**src/rtl/msp_pkg.sv**
```systemverilog
// Shared constants for the matrix saddle point detector.
// Defines field widths, register layout and defaults; no dependencies.
package msp_pkg;

  localparam int DATA_WIDTH = 32;
  localparam int MAX_DIM    = 16;

  // Count registers: 5 bits, reset to a 3x3 matrix.
  localparam int            CNT_W     = 5;
  localparam logic [CNT_W-1:0] CNT_RESET = 5'd3;

  // APB register file: 32-bit data, registers at byte offsets 0 and 4.
  localparam int APB_DW = 32;
  localparam int APB_AW = 3;

  // Register index, taken from paddr above the byte offset.
  localparam int REG_IDX_W = APB_AW - 2;
  localparam logic [REG_IDX_W-1:0] REG_ROW_COUNT = 1'b0;
  localparam logic [REG_IDX_W-1:0] REG_COL_COUNT = 1'b1;

endpackage

```
**src/rtl/msp_elem_if.sv**
```systemverilog
// Input channel: one matrix element word per handshake.
// Depends on msp_pkg for the default data width.
interface msp_elem_if #(
  parameter int DATA_WIDTH = msp_pkg::DATA_WIDTH
);
  logic                         valid;
  logic                         ready;
  logic signed [DATA_WIDTH-1:0] element;

  modport source (output valid, output element, input ready);
  modport sink   (input valid, input element, output ready);
endinterface

```
**src/rtl/msp_result_if.sv**
```systemverilog
// Output channel: one saddle point result word per matrix.
// Depends on msp_pkg for the default data width.
interface msp_result_if #(
  parameter int DATA_WIDTH = msp_pkg::DATA_WIDTH
);
  logic                         valid;
  logic                         ready;
  logic                         saddle_exists;
  logic signed [DATA_WIDTH-1:0] saddle_value;

  modport source (output valid, output saddle_exists, output saddle_value, input ready);
  modport sink   (input valid, input saddle_exists, input saddle_value, output ready);
endinterface

```
**src/rtl/matrix_saddle_point_detector_top.sv**
```systemverilog
// Matrix saddle point detector: a matrix's last element word passes from the accept cycle
// (stage A) through stage B into the result register, which then drives the result word;
// throughput is one element word per cycle while the input is not stalled.
// Input stalls only while a result is held unread and the next result is ready to leave.
// Reset (rst_ni low, asynchronous) clears counters, running extrema and pipeline valids,
// and loads both count registers with 3; the column maximum memory needs no clearing pass.
// Depends on msp_pkg, msp_elem_if, msp_result_if and msp_ram.
module matrix_saddle_point_detector_top #(
  parameter int DATA_WIDTH = msp_pkg::DATA_WIDTH,
  parameter int MAX_DIM    = msp_pkg::MAX_DIM
) (
  input  logic                        clk_i,
  input  logic                        rst_ni,
  msp_elem_if.sink                    elem_i,
  msp_result_if.source                result_o,
  // APB register port
  input  logic                        psel,
  input  logic                        penable,
  input  logic                        pwrite,
  input  logic [msp_pkg::APB_AW-1:0]  paddr,
  input  logic [msp_pkg::APB_DW-1:0]  pwdata,
  output logic [msp_pkg::APB_DW-1:0]  prdata,
  output logic                        pready
);

  localparam int PosW = (MAX_DIM > 1) ? $clog2(MAX_DIM) : 1;
  localparam int CntW = $clog2(MAX_DIM + 1);

  // ---------------------------------------------------------------------------
  // Register file
  // ---------------------------------------------------------------------------
  logic [msp_pkg::CNT_W-1:0]     row_count_q, col_count_q;
  logic [msp_pkg::REG_IDX_W-1:0] reg_idx;
  logic                          cfg_wr;

  assign pready  = 1'b1;
  assign reg_idx = paddr[msp_pkg::APB_AW-1:2];
  assign cfg_wr  = psel && penable && pwrite;

  always_ff @(posedge clk_i or negedge rst_ni) begin
    if (!rst_ni) begin
      row_count_q <= msp_pkg::CNT_RESET;
      col_count_q <= msp_pkg::CNT_RESET;
    end else if (cfg_wr) begin
      case (reg_idx)
        msp_pkg::REG_ROW_COUNT: row_count_q <= pwdata[msp_pkg::CNT_W-1:0];
        msp_pkg::REG_COL_COUNT: col_count_q <= pwdata[msp_pkg::CNT_W-1:0];
        default: ;
      endcase
    end
  end

  always_comb begin
    case (reg_idx)
      msp_pkg::REG_ROW_COUNT: prdata = msp_pkg::APB_DW'(row_count_q);
      msp_pkg::REG_COL_COUNT: prdata = msp_pkg::APB_DW'(col_count_q);
      default:                prdata = '0;
    endcase
  end

  // Clamp counts: zero acts as one, anything above MAX_DIM acts as MAX_DIM.
  logic [CntW-1:0] rows_eff, cols_eff;

  always_comb begin
    if (row_count_q == '0) begin
      rows_eff = CntW'(1);
    end else if (32'(row_count_q) > 32'(MAX_DIM)) begin
      rows_eff = CntW'(MAX_DIM);
    end else begin
      rows_eff = CntW'(row_count_q);
    end
    if (col_count_q == '0) begin
      cols_eff = CntW'(1);
    end else if (32'(col_count_q) > 32'(MAX_DIM)) begin
      cols_eff = CntW'(MAX_DIM);
    end else begin
      cols_eff = CntW'(col_count_q);
    end
  end

  // ---------------------------------------------------------------------------
  // Handshake control
  // ---------------------------------------------------------------------------
  // Stage A is the accept cycle: it issues the column memory read and updates
  // the row running minimum and the maximin. Stage B gets the read data,
  // writes the column maximum back, updates the minimax and fills the result
  // register. Only a result waiting on a full output register stalls stage B.
  logic accept, stall, b_fire;
  logic b_valid_q;
  logic b_emit_q;
  logic res_valid_q;

  assign stall        = b_valid_q && b_emit_q && res_valid_q && !result_o.ready;
  assign elem_i.ready = !stall;
  assign accept       = elem_i.valid && !stall;
  assign b_fire       = b_valid_q && !stall;

  // ---------------------------------------------------------------------------
  // Stage A: positions, row minimum, maximin
  // ---------------------------------------------------------------------------
  logic [PosW-1:0]              row_pos_q, row_pos_d;
  logic [PosW-1:0]              col_pos_q, col_pos_d;
  logic signed [DATA_WIDTH-1:0] cur_min_q, cur_min_d;
  logic signed [DATA_WIDTH-1:0] best_q, best_d;
  logic signed [DATA_WIDTH-1:0] elem_v;
  logic                         is_last_col, is_last_row, is_r0, is_c0;

  assign elem_v      = elem_i.element;
  assign is_r0       = (row_pos_q == '0);
  assign is_c0       = (col_pos_q == '0);
  assign is_last_col = (32'(col_pos_q) + 32'd1) >= 32'(cols_eff);
  assign is_last_row = (32'(row_pos_q) + 32'd1) >= 32'(rows_eff);

  always_comb begin
    cur_min_d = cur_min_q;
    best_d    = best_q;
    row_pos_d = row_pos_q;
    col_pos_d = col_pos_q;
    if (accept) begin
      if (is_c0 || elem_v < cur_min_q) begin
        cur_min_d = elem_v;
      end
      // Close the row: fold its minimum into the maximin.
      if (is_last_col && (is_r0 || cur_min_d > best_q)) begin
        best_d = cur_min_d;
      end
      // Advance the raster position, wrap at the end of the matrix.
      if (is_last_col) begin
        col_pos_d = '0;
        row_pos_d = is_last_row ? '0 : row_pos_q + PosW'(1);
      end else begin
        col_pos_d = col_pos_q + PosW'(1);
      end
    end
  end

  always_ff @(posedge clk_i or negedge rst_ni) begin
    if (!rst_ni) begin
      row_pos_q <= '0;
      col_pos_q <= '0;
      cur_min_q <= '0;
      best_q    <= '0;
    end else begin
      row_pos_q <= row_pos_d;
      col_pos_q <= col_pos_d;
      cur_min_q <= cur_min_d;
      best_q    <= best_d;
    end
  end

  // ---------------------------------------------------------------------------
  // Column maximum memory and stage B
  // ---------------------------------------------------------------------------
  logic [DATA_WIDTH-1:0]        ram_rdata;
  logic signed [DATA_WIDTH-1:0] col_old, col_new;
  logic signed [DATA_WIDTH-1:0] least_q, least_d;

  // Stage B word: element, column address and position flags, plus the
  // maximin as it stood after this element (a one-column matrix overwrites
  // it on the very next accept).
  logic signed [DATA_WIDTH-1:0] b_elem_q, b_best_q;
  logic [PosW-1:0]              b_addr_q;
  logic                         b_r0_q, b_c0_q, b_last_row_q;

  // Forward a write that lands in the same cycle as the read of that column
  // (back-to-back elements of a one-column matrix).
  logic                         fwd_hit_q;
  logic signed [DATA_WIDTH-1:0] fwd_data_q;

  msp_ram #(
    .WIDTH (DATA_WIDTH),
    .DEPTH (MAX_DIM)
  ) u_colmax_ram (
    .clk_i   (clk_i),
    .we_i    (b_fire),
    .waddr_i (b_addr_q),
    .wdata_i (col_new),
    .re_i    (accept),
    .raddr_i (col_pos_q),
    .rdata_o (ram_rdata)
  );

  assign col_old = fwd_hit_q ? fwd_data_q : $signed(ram_rdata);
  assign col_new = (b_r0_q || b_elem_q > col_old) ? b_elem_q : col_old;

  // Minimax: smallest finished column maximum, gathered across the last row.
  always_comb begin
    least_d = least_q;
    if (b_fire && b_last_row_q && (b_c0_q || col_new < least_q)) begin
      least_d = col_new;
    end
  end

  always_ff @(posedge clk_i or negedge rst_ni) begin
    if (!rst_ni) begin
      b_valid_q <= 1'b0;
      b_emit_q  <= 1'b0;
      least_q   <= '0;
    end else begin
      least_q <= least_d;
      if (!stall) begin
        b_valid_q <= accept;
      end
      if (accept) begin
        b_emit_q <= is_last_col && is_last_row;
      end
    end
  end

  always_ff @(posedge clk_i) begin
    if (accept) begin
      b_elem_q     <= elem_v;
      b_best_q     <= best_d;
      b_addr_q     <= col_pos_q;
      b_r0_q       <= is_r0;
      b_c0_q       <= is_c0;
      b_last_row_q <= is_last_row;
      fwd_hit_q    <= b_fire && (b_addr_q == col_pos_q);
      fwd_data_q   <= col_new;
    end
  end

  // ---------------------------------------------------------------------------
  // Result register
  // ---------------------------------------------------------------------------
  logic                         res_exists_q;
  logic signed [DATA_WIDTH-1:0] res_value_q;
  logic                         res_load;

  assign res_load = b_fire && b_emit_q;

  always_ff @(posedge clk_i or negedge rst_ni) begin
    if (!rst_ni) begin
      res_valid_q <= 1'b0;
    end else if (res_load) begin
      res_valid_q <= 1'b1;
    end else if (result_o.ready) begin
      res_valid_q <= 1'b0;
    end
  end

  always_ff @(posedge clk_i) begin
    if (res_load) begin
      res_exists_q <= (b_best_q == least_d);
      res_value_q  <= b_best_q;
    end
  end

  assign result_o.valid         = res_valid_q;
  assign result_o.saddle_exists = res_exists_q;
  assign result_o.saddle_value  = res_value_q;

endmodule

```
**src/rtl/msp_ram.sv**
```systemverilog
// Generic single-port-write, single-port-read RAM with registered read.
// Read returns the old content on a same-address write. No dependencies.
module msp_ram #(
  parameter int WIDTH = 32,
  parameter int DEPTH = 16,
  localparam int AW   = (DEPTH > 1) ? $clog2(DEPTH) : 1
) (
  input  logic             clk_i,
  input  logic             we_i,
  input  logic [AW-1:0]    waddr_i,
  input  logic [WIDTH-1:0] wdata_i,
  input  logic             re_i,
  input  logic [AW-1:0]    raddr_i,
  output logic [WIDTH-1:0] rdata_o
);

  logic [WIDTH-1:0] mem_q [DEPTH];

  always_ff @(posedge clk_i) begin
    if (we_i) begin
      mem_q[waddr_i] <= wdata_i;
    end
    if (re_i) begin
      rdata_o <= mem_q[raddr_i];
    end
  end

endmodule

```
**src/flat_wrapper.sv**
```systemverilog
// flat-port wrapper written by rule: the top's interface ports become plain ports
module matrix_saddle_point_detector_top_flat 
#(
  parameter int DATA_WIDTH = msp_pkg::DATA_WIDTH,
  parameter int MAX_DIM    = msp_pkg::MAX_DIM
)
  (clk_i, rst_ni, psel, penable, pwrite, paddr, pwdata, prdata, pready, elem_i_valid, elem_i_element, elem_i_ready, result_o_valid, result_o_saddle_exists, result_o_saddle_value, result_o_ready);
  msp_elem_if #(.DATA_WIDTH(DATA_WIDTH)) elem_i_i ();
  msp_result_if #(.DATA_WIDTH(DATA_WIDTH)) result_o_i ();
  input  logic clk_i;
  input  logic rst_ni;
  input  logic psel;
  input  logic penable;
  input  logic pwrite;
  input  logic [msp_pkg::APB_AW-1:0] paddr;
  input  logic [msp_pkg::APB_DW-1:0] pwdata;
  output logic [msp_pkg::APB_DW-1:0] prdata;
  output logic pready;
  input wire logic [$bits(elem_i_i.valid)-1:0] elem_i_valid;
  input wire logic [$bits(elem_i_i.element)-1:0] elem_i_element;
  output wire logic [$bits(elem_i_i.ready)-1:0] elem_i_ready;
  output wire logic [$bits(result_o_i.valid)-1:0] result_o_valid;
  output wire logic [$bits(result_o_i.saddle_exists)-1:0] result_o_saddle_exists;
  output wire logic [$bits(result_o_i.saddle_value)-1:0] result_o_saddle_value;
  input wire logic [$bits(result_o_i.ready)-1:0] result_o_ready;
  assign elem_i_i.valid = elem_i_valid;
  assign elem_i_i.element = elem_i_element;
  assign elem_i_ready = elem_i_i.ready;
  assign result_o_valid = result_o_i.valid;
  assign result_o_saddle_exists = result_o_i.saddle_exists;
  assign result_o_saddle_value = result_o_i.saddle_value;
  assign result_o_i.ready = result_o_ready;
  matrix_saddle_point_detector_top #(.DATA_WIDTH(DATA_WIDTH), .MAX_DIM(MAX_DIM)) u_core (.clk_i(clk_i), .rst_ni(rst_ni), .elem_i(elem_i_i), .result_o(result_o_i), .psel(psel), .penable(penable), .pwrite(pwrite), .paddr(paddr), .pwdata(pwdata), .prdata(prdata), .pready(pready));
endmodule
```
**config.mk**
```make
export PLATFORM = sky130hd
export DESIGN_NAME = matrix_saddle_point_detector_top_flat
export DESIGN_NICKNAME = d
export VERILOG_FILES = /design/src/rtl/msp_pkg.sv /design/src/rtl/msp_elem_if.sv /design/src/rtl/msp_result_if.sv /design/src/rtl/matrix_saddle_point_detector_top.sv /design/src/rtl/msp_ram.sv /design/src/flat_wrapper.sv
export SDC_FILE = /design/constraint.sdc
export NUM_CORES = 1
export LEC_CHECK = 0
export BUFFER_PORTS_ARGS = -buffer_cell sky130_fd_sc_hd__buf_2
export CORE_ASPECT_RATIO = 1.5
export CORE_MARGIN = 2
export CORE_UTILIZATION = 60
export DETAILED_ROUTE_END_ITERATION = 12
export PLACE_DENSITY = 0.86
export SLEW_MARGIN = 15
export SYNTH_ARGS = -nofsm -noshare
export SYNTH_HDL_FRONTEND = slang
export SYNTH_SLANG_ARGS = --single-unit
```
**constraint.sdc**
```tcl
create_clock -name clk_i -period 12.33 [get_ports clk_i]
set_input_delay 1.8495 -clock clk_i [delete_from_list [all_inputs] [get_ports clk_i]]
set_output_delay 1.8495 -clock clk_i [all_outputs]
set_load 0.01 [all_outputs]
```
# Word-level counts from Yosys, hierarchy flattened
# Memories as Yosys holds them, arrays and structs flattened. A register that Yosys moved wholly into a read port is not among the register bits.
# Cells that the tools add are included.
classes:
  add_sub_neg: 4
  n_mul: 0
  div: 0
  n_lt_le_gt_ge: 8
  n_eq_ne: 2
  shifts: 0
  mux: 18
  bitwise_logic: 1
  reduce_logical: 27
op_table:
  columns: ["cell", "n"]
  rows:
  - ["32-bit two-way mux", 7]
  - ["32-bit by 5-bit >= comparator with 1-bit output", 2]
  - ["32-bit > comparator", 2]
  - ["32-bit less-than comparator", 2]
  - ["32-bit one-hot mux with 2 select lines", 1]
  - ["32-bit == test", 1]
  - ["5-bit two-way mux", 4]
  - ["1-bit logical AND", 13]
  - ["4-bit by 1-bit adder with 5-bit output (second input constant)", 2]
  - ["5-bit > comparator (second input constant)", 2]
  - ["5-bit logical NOT", 2]
  - ["4-bit by 1-bit adder with 4-bit output (second input constant)", 2]
  - ["4-bit logical NOT", 2]
  - ["4-bit two-way mux", 2]
  - ["2-bit AND reduction", 3]
  - ["4-bit == test", 1]
  - ["1-bit logical OR", 4]
  - ["1-bit two-way mux", 4]
  - ["1-bit logical NOT", 2]
  - ["2-bit nonzero test", 1]
  - ["1-bit NOT", 1]
word_totals:
  regBits: 254
  latch_bits: 0
  mem_bits_rw: 512
  mem_bits_ro: 0
  input_bits: 74
  out_inout_bits: 68
  wordCells: 81
  memories: 1
memory_table:
  columns: ["memory", "words", "word_bits", "read_ports", "rd_clocked_by_memory_dff", "write_ports", "line_no", "source"]
  rows:
  - ["u_core.u_colmax_ram.mem_q", 16, 32, 1, 1, 1, "msp_ram.sv:17", "logic [WIDTH-1:0] mem_q [DEPTH];"]

# Logic depth before layout (Yosys ltp)
logic_depth:
  depth_word: 11
  mapped_depth: 31

# Modules after synthesis
# From an unflattened synthesis, not the netlist that was laid out.
hier_totals:
  hier_cells: 2293
  area_unflattened_um2: 35668.0
modules_own_cells:
  columns: ["mod", "n_inst", "cells_per_inst", "area_each_um2"]
  rows:
  - ["msp_ram", 1, 838, 20174.3]
  - ["matrix_saddle_point_detector_top", 1, 1455, 15493.6]

# Worst setup path after synthesis
# No wires, ideal clock.
synth_path:
  kind: "in2reg"
  from: "input port result_o_ready"
  to: "register u_core.b_best_q[22] (data pin)"
  setup_time_ns: 0.263
  arrival_time_ns: 7.435
  setup_slack_ns: 4.633
  cell_stages: 11
  path_buffers: 1
  cell_sequence: "nor2b_1 nand3_1 nand2_1 clkinv_1 and2_1 nand3_1 inv_1 a32o_1 nor2_1 clkbuf_1 mux2_2"
synth_between:
  elab_chain_len: 5
synth_lines:
  columns: ["element", "line_no", "source"]
  rows:
  - ["from (decl)", "flat_wrapper.sv:25", "input wire logic [$bits(result_o_i.ready)-1:0] result_o_ready;"]
  - ["1-bit logical NOT", "matrix_saddle_point_detector_top.sv:93", "assign stall = b_valid_q && b_emit_q && res_valid_q && !result_o.ready;"]
  - ["1-bit logical AND", "matrix_saddle_point_detector_top.sv:93", null]
  - ["1-bit logical NOT", null, null]
  - ["via elem_i_ready", "flat_wrapper.sv:21", "output wire logic [$bits(elem_i_i.ready)-1:0] elem_i_ready;"]
  - ["1-bit logical AND", "matrix_saddle_point_detector_top.sv:95", "assign accept = elem_i.valid && !stall;"]
  - ["via u_core.accept", "matrix_saddle_point_detector_top.sv:88", "logic accept, stall, b_fire;"]
  - ["32-bit two-way mux", "matrix_saddle_point_detector_top.sv:119", "if (accept) begin"]
  - ["via u_core.best_d[22]", "matrix_saddle_point_detector_top.sv:104", "logic signed [DATA_WIDTH-1:0] best_q, best_d;"]
  - ["to (signal assigned)", "matrix_saddle_point_detector_top.sv:213", "b_best_q <= best_d;"]
  - ["to (decl)", "matrix_saddle_point_detector_top.sv:161", "logic signed [DATA_WIDTH-1:0] b_elem_q, b_best_q;"]
# The timed path passes the listed nets, and every way through them passes these cells.
# A chain may end at the register's enable or synchronous reset.

# Worst setup path after layout
layout_path:
  from: "register u_core.fwd_hit_q"
  to: "register u_core.res_exists_q, in the netlist u_core.result_o.saddle_exists (data pin)"
layout_between:
  elab_chain_len: 9
layout_lines:
  columns: ["element", "line_no", "source"]
  rows:
  - ["from (decl)", "matrix_saddle_point_detector_top.sv:167", "logic fwd_hit_q;"]
  - ["from (signal assigned)", "matrix_saddle_point_detector_top.sv:218", "fwd_hit_q <= b_fire && (b_addr_q == col_pos_q);"]
  - ["32-bit two-way mux (*)", "matrix_saddle_point_detector_top.sv:183", "assign col_old = fwd_hit_q ? fwd_data_q : $signed(ram_rdata);"]
  - ["32-bit > comparator", "matrix_saddle_point_detector_top.sv:184", "assign col_new = (b_r0_q || b_elem_q > col_old) ? b_elem_q : col_old;"]
  - ["1-bit logical OR", "matrix_saddle_point_detector_top.sv:184", null]
  - ["32-bit two-way mux (*)", "matrix_saddle_point_detector_top.sv:184", null]
  - ["via u_core.col_new[17]", "matrix_saddle_point_detector_top.sv:155", "logic signed [DATA_WIDTH-1:0] col_old, col_new;"]
  - ["32-bit less-than comparator", "matrix_saddle_point_detector_top.sv:189", "if (b_fire && b_last_row_q && (b_c0_q || col_new < least_q)) begin"]
  - ["1-bit logical OR", "matrix_saddle_point_detector_top.sv:189", null]
  - ["1-bit logical AND", "matrix_saddle_point_detector_top.sv:189", null]
  - ["32-bit two-way mux (*)", "matrix_saddle_point_detector_top.sv:189", null]
  - ["32-bit == test (*)", "matrix_saddle_point_detector_top.sv:244", "res_exists_q <= (b_best_q == least_d);"]
  - ["to (signal assigned)", "matrix_saddle_point_detector_top.sv:244", null]
  - ["to (decl)", "matrix_saddle_point_detector_top.sv:226", "logic res_exists_q;"]
# Mark *: on every way through the listed nets, which the timed path passes. The rest lies on a longest branch.

==> results.json <==
{
  "htreeDepth": 3,
  "grt_pass1_wl_um": 129000,
  "cts_buffers": 68,
  "post_cts_buffers": 0,
  "yosysWarnings": 0,
  "worst_hold_path.num_cells": 0,
  "fin_area_um2": 38900,
  "hold_slack_ps": 465,
  "skew_ps": 25.3,
  "yosysTopAreaCell": "edfxtp_1",
  "synth-edff-count": 681,
  "synth.most_common_cell": "edfxtp_1",
  "clkTransAtPathRegs_ps": 70,
  "setup_tns_ps": 0,
  "r2r_start": "u_core.fwd_hit_q",
  "synth_area_leaders": "edfxtp_1 (58%), dfrtp_1 (8.0%), mux2_2 (5.1%)",
  "drive_gt1_share_pct": 21.8,
  "via_count": 20600,
  "utilization_pct": 67.1,
  "drt_wl_total_um": 87200,
  "grt_pass1_vias": 21600,
  "grt_use_total_pct": 29.2,
  "synthDistinctLibCells": 86,
  "setup_viol": 0,
  "cp.arrival_ps": 9290,
  "rr_worst_depth": 24,
  "synth_common_cells": "edfxtp_1 (681), mux2_2 (161), mux2i_1 (154)",
  "ys_ff_latch": 798,
  "hold_viol": 0,
  "cts_root_buffer": "clkbuf_16",
  "drtPass1Iterations": 6,
  "cts_tree": "done",
  "die_h_um": 301,
  "worst_slew_pin_slew_ps": 1220,
  "drc_errors": 0,
  "total_power_uw": 10500,
  "criticalPathCategory": "reg -> reg",
  "port_buffers": 84,
  "p_leak_uw": 0.0145,
  "clkLatencyLatePin_ps": 610,
  "ir_worst_vdd_v": 0.000217,
  "rr_endpoint": "u_core.result_o.saddle_exists",
  "hold_buffers": 0,
  "synth-main-ff-cell": "edfxtp_1",
  "syn_inst": 2251,
  "fin_nets": 2594,
  "fmax_mhz": 113,
  "start_util_pct": 60.7,
  "rsz0062_at_grt": "false",
  "period_share_pct": 72.0,
  "period_needed_ps": 8870,
  "die_area_um2": 60700,
  "worstSetupEndpointType": "flip-flop",
  "synth_area_um2": 35200,
  "status": "completed",
  "async_flop_share_pct": 14.7,
  "drtIter0Drc": 2005,
  "ios": 142,
  "synth_top_cell_area_share_pct": 58.1,
  "synth_seq_area_share_pct": 66.4,
  "dp_hpwl_um": 55400,
  "rows": 108,
  "synth.avg_cell_area_um2": 15.6,
  "startpoint": "u_core.fwd_hit_q",
  "clk_path_buf_depth": 3,
  "post_cts_resized": 0,
  "die_w_um": 202,
  "cap_violations": 0,
  "reg2reg_slack_ps": 3460,
  "routed_via_density": 6.43,
  "max_slew_margin_pct": 18.8,
  "core_um2": 58000,
  "wire_per_inst_um": 27.2,
  "drv_slew": 0,
  "clock-sinks": 798,
  "grt_max_degree": 62,
  "grt.overflow.total": 0,
  "dpl_cell_area_um2": 36700,
  "syn_to_final_growth_pct": 10.5,
  "powerDensity_nw_per_um2": 270,
  "cp_max_fo": 42,
  "min_path_type": "reg -> reg",
  "antenna_found_initial": 1,
  "start_kind": "flip-flop",
  "gp_congestion": 0.961,
  "crit_end": "u_core.result_o.saddle_exists",
  "ant_nets": 0,
  "required_ps": 12750
}
==> critical path, cell delays in order, from the launching register on <==
cell      delay [ps]
edfxtp_1         330
buf_4            460
mux2i_1          470
ha_1             230
nand4_1          310
nor4_4           410
nand3_1          180
and2_2           270
o31a_4           130
nor3_4           390
buf_4            540
mux2i_1          410
inv_1            390
ha_1             420
a211oi_1         240
o21ai_0          170
a221oi_2         350
o21ai_0          230
a221oi_2         560
or2_2            230
o31ai_1           80
a31o_4           410
o41ai_1          840
nand4_1          190
nor4_2           300
==> cell families after synthesis <==
group | synth area share, %
mux | 13.7
buf+inv | 3.27
simple gates | 4.35
flops | 66.4
other cells | 0.0213
xor+xnor | 0.821
fa+ha+maj | 4.98
compound gates | 6.45
==> area by class of cell <==
cell class              instances  area, µm²
inverters                     149        564
clock buffers                  78       1740
multi-input cells            1219      10900
fillers                      3698      19100
well taps                     770        963
repair buffers                144        873
flip-flops and latches        798      23400
clock inverters                45        454
diodes                          1       2.50
==> report_power, final <==
group	switching, µW	internal, µW
Clock	974	1160
Combinational	2470	1600
Sequential	415	3900
==> per-layer routing <==
metal  track usage [%]  vias to the layer above  part of all wire [%]
met3              3.79                      352                   7.0
met4              21.9                        0                   8.3
met1              31.9                    10200                    33
met5                 0                        -                     0
met2              52.0                     1156                    52
li1                  -                     8872                     -
==> stage by stage <==
step | cells | setup WS (ps)
after floorplan | 2277 | 4630
after global placement | 3080 | 3720
after detailed placement | 3080 | 3560
after CTS | 3203 | 3470
after global routing | 3204 | 2960
final | 3204 | 3460
==> placed cells by master, fill, tap and decap left out, drive strengths merged, types with 24 or more instances in the layout <==
cell type  instances
a21o              24
a21oi             86
a221oi            36
a22oi             34
buf              144
clkbuf            78
clkinv            30
conb              28
dfrtp            113
edfxtp           681
ha               140
inv              153
mux2             161
mux2i            154
mux4              65
nand2            104
nand4             31
nor2              51
o21ai             89
==> registers in the layout, indices dropped and copies added (netlist names) <==
register,flops
u_core.b_addr_q,4
u_core.b_best_q,32
u_core.b_c0_q,1
u_core.b_elem_q,32
u_core.b_emit_q,1
u_core.b_last_row_q,1
u_core.b_r0_q,1
u_core.b_valid_q,1
u_core.best_q,32
u_core.col_count_q,5
u_core.col_pos_q,4
u_core.cur_min_q,32
u_core.fwd_data_q,32
u_core.fwd_hit_q,1
u_core.least_q,32
u_core.result_o.saddle_exists,1
u_core.result_o.saddle_value,32
u_core.result_o.valid,1
u_core.row_count_q,5
u_core.row_pos_q,4
u_core.u_colmax_ram.mem_q,512
u_core.u_colmax_ram.rdata_o,32
==> worst min-delay path by stage <==
stage,startpoint,endpoint,slack (ps)
after floorplan,u_core.col_pos_q[3],u_core.b_addr_q[3],420
after global routing,u_core.b_best_q[6],u_core.result_o.saddle_value[6],480
final,u_core.b_best_q[6],u_core.result_o.saddle_value[6],470
after CTS,u_core.b_best_q[6],u_core.result_o.saddle_value[6],460
after global placement,u_core.b_best_q[6],u_core.result_o.saddle_value[6],450
after detailed placement,u_core.b_best_q[6],u_core.result_o.saddle_value[6],450
No activity file was read; power rests on OpenSTA's default activity.
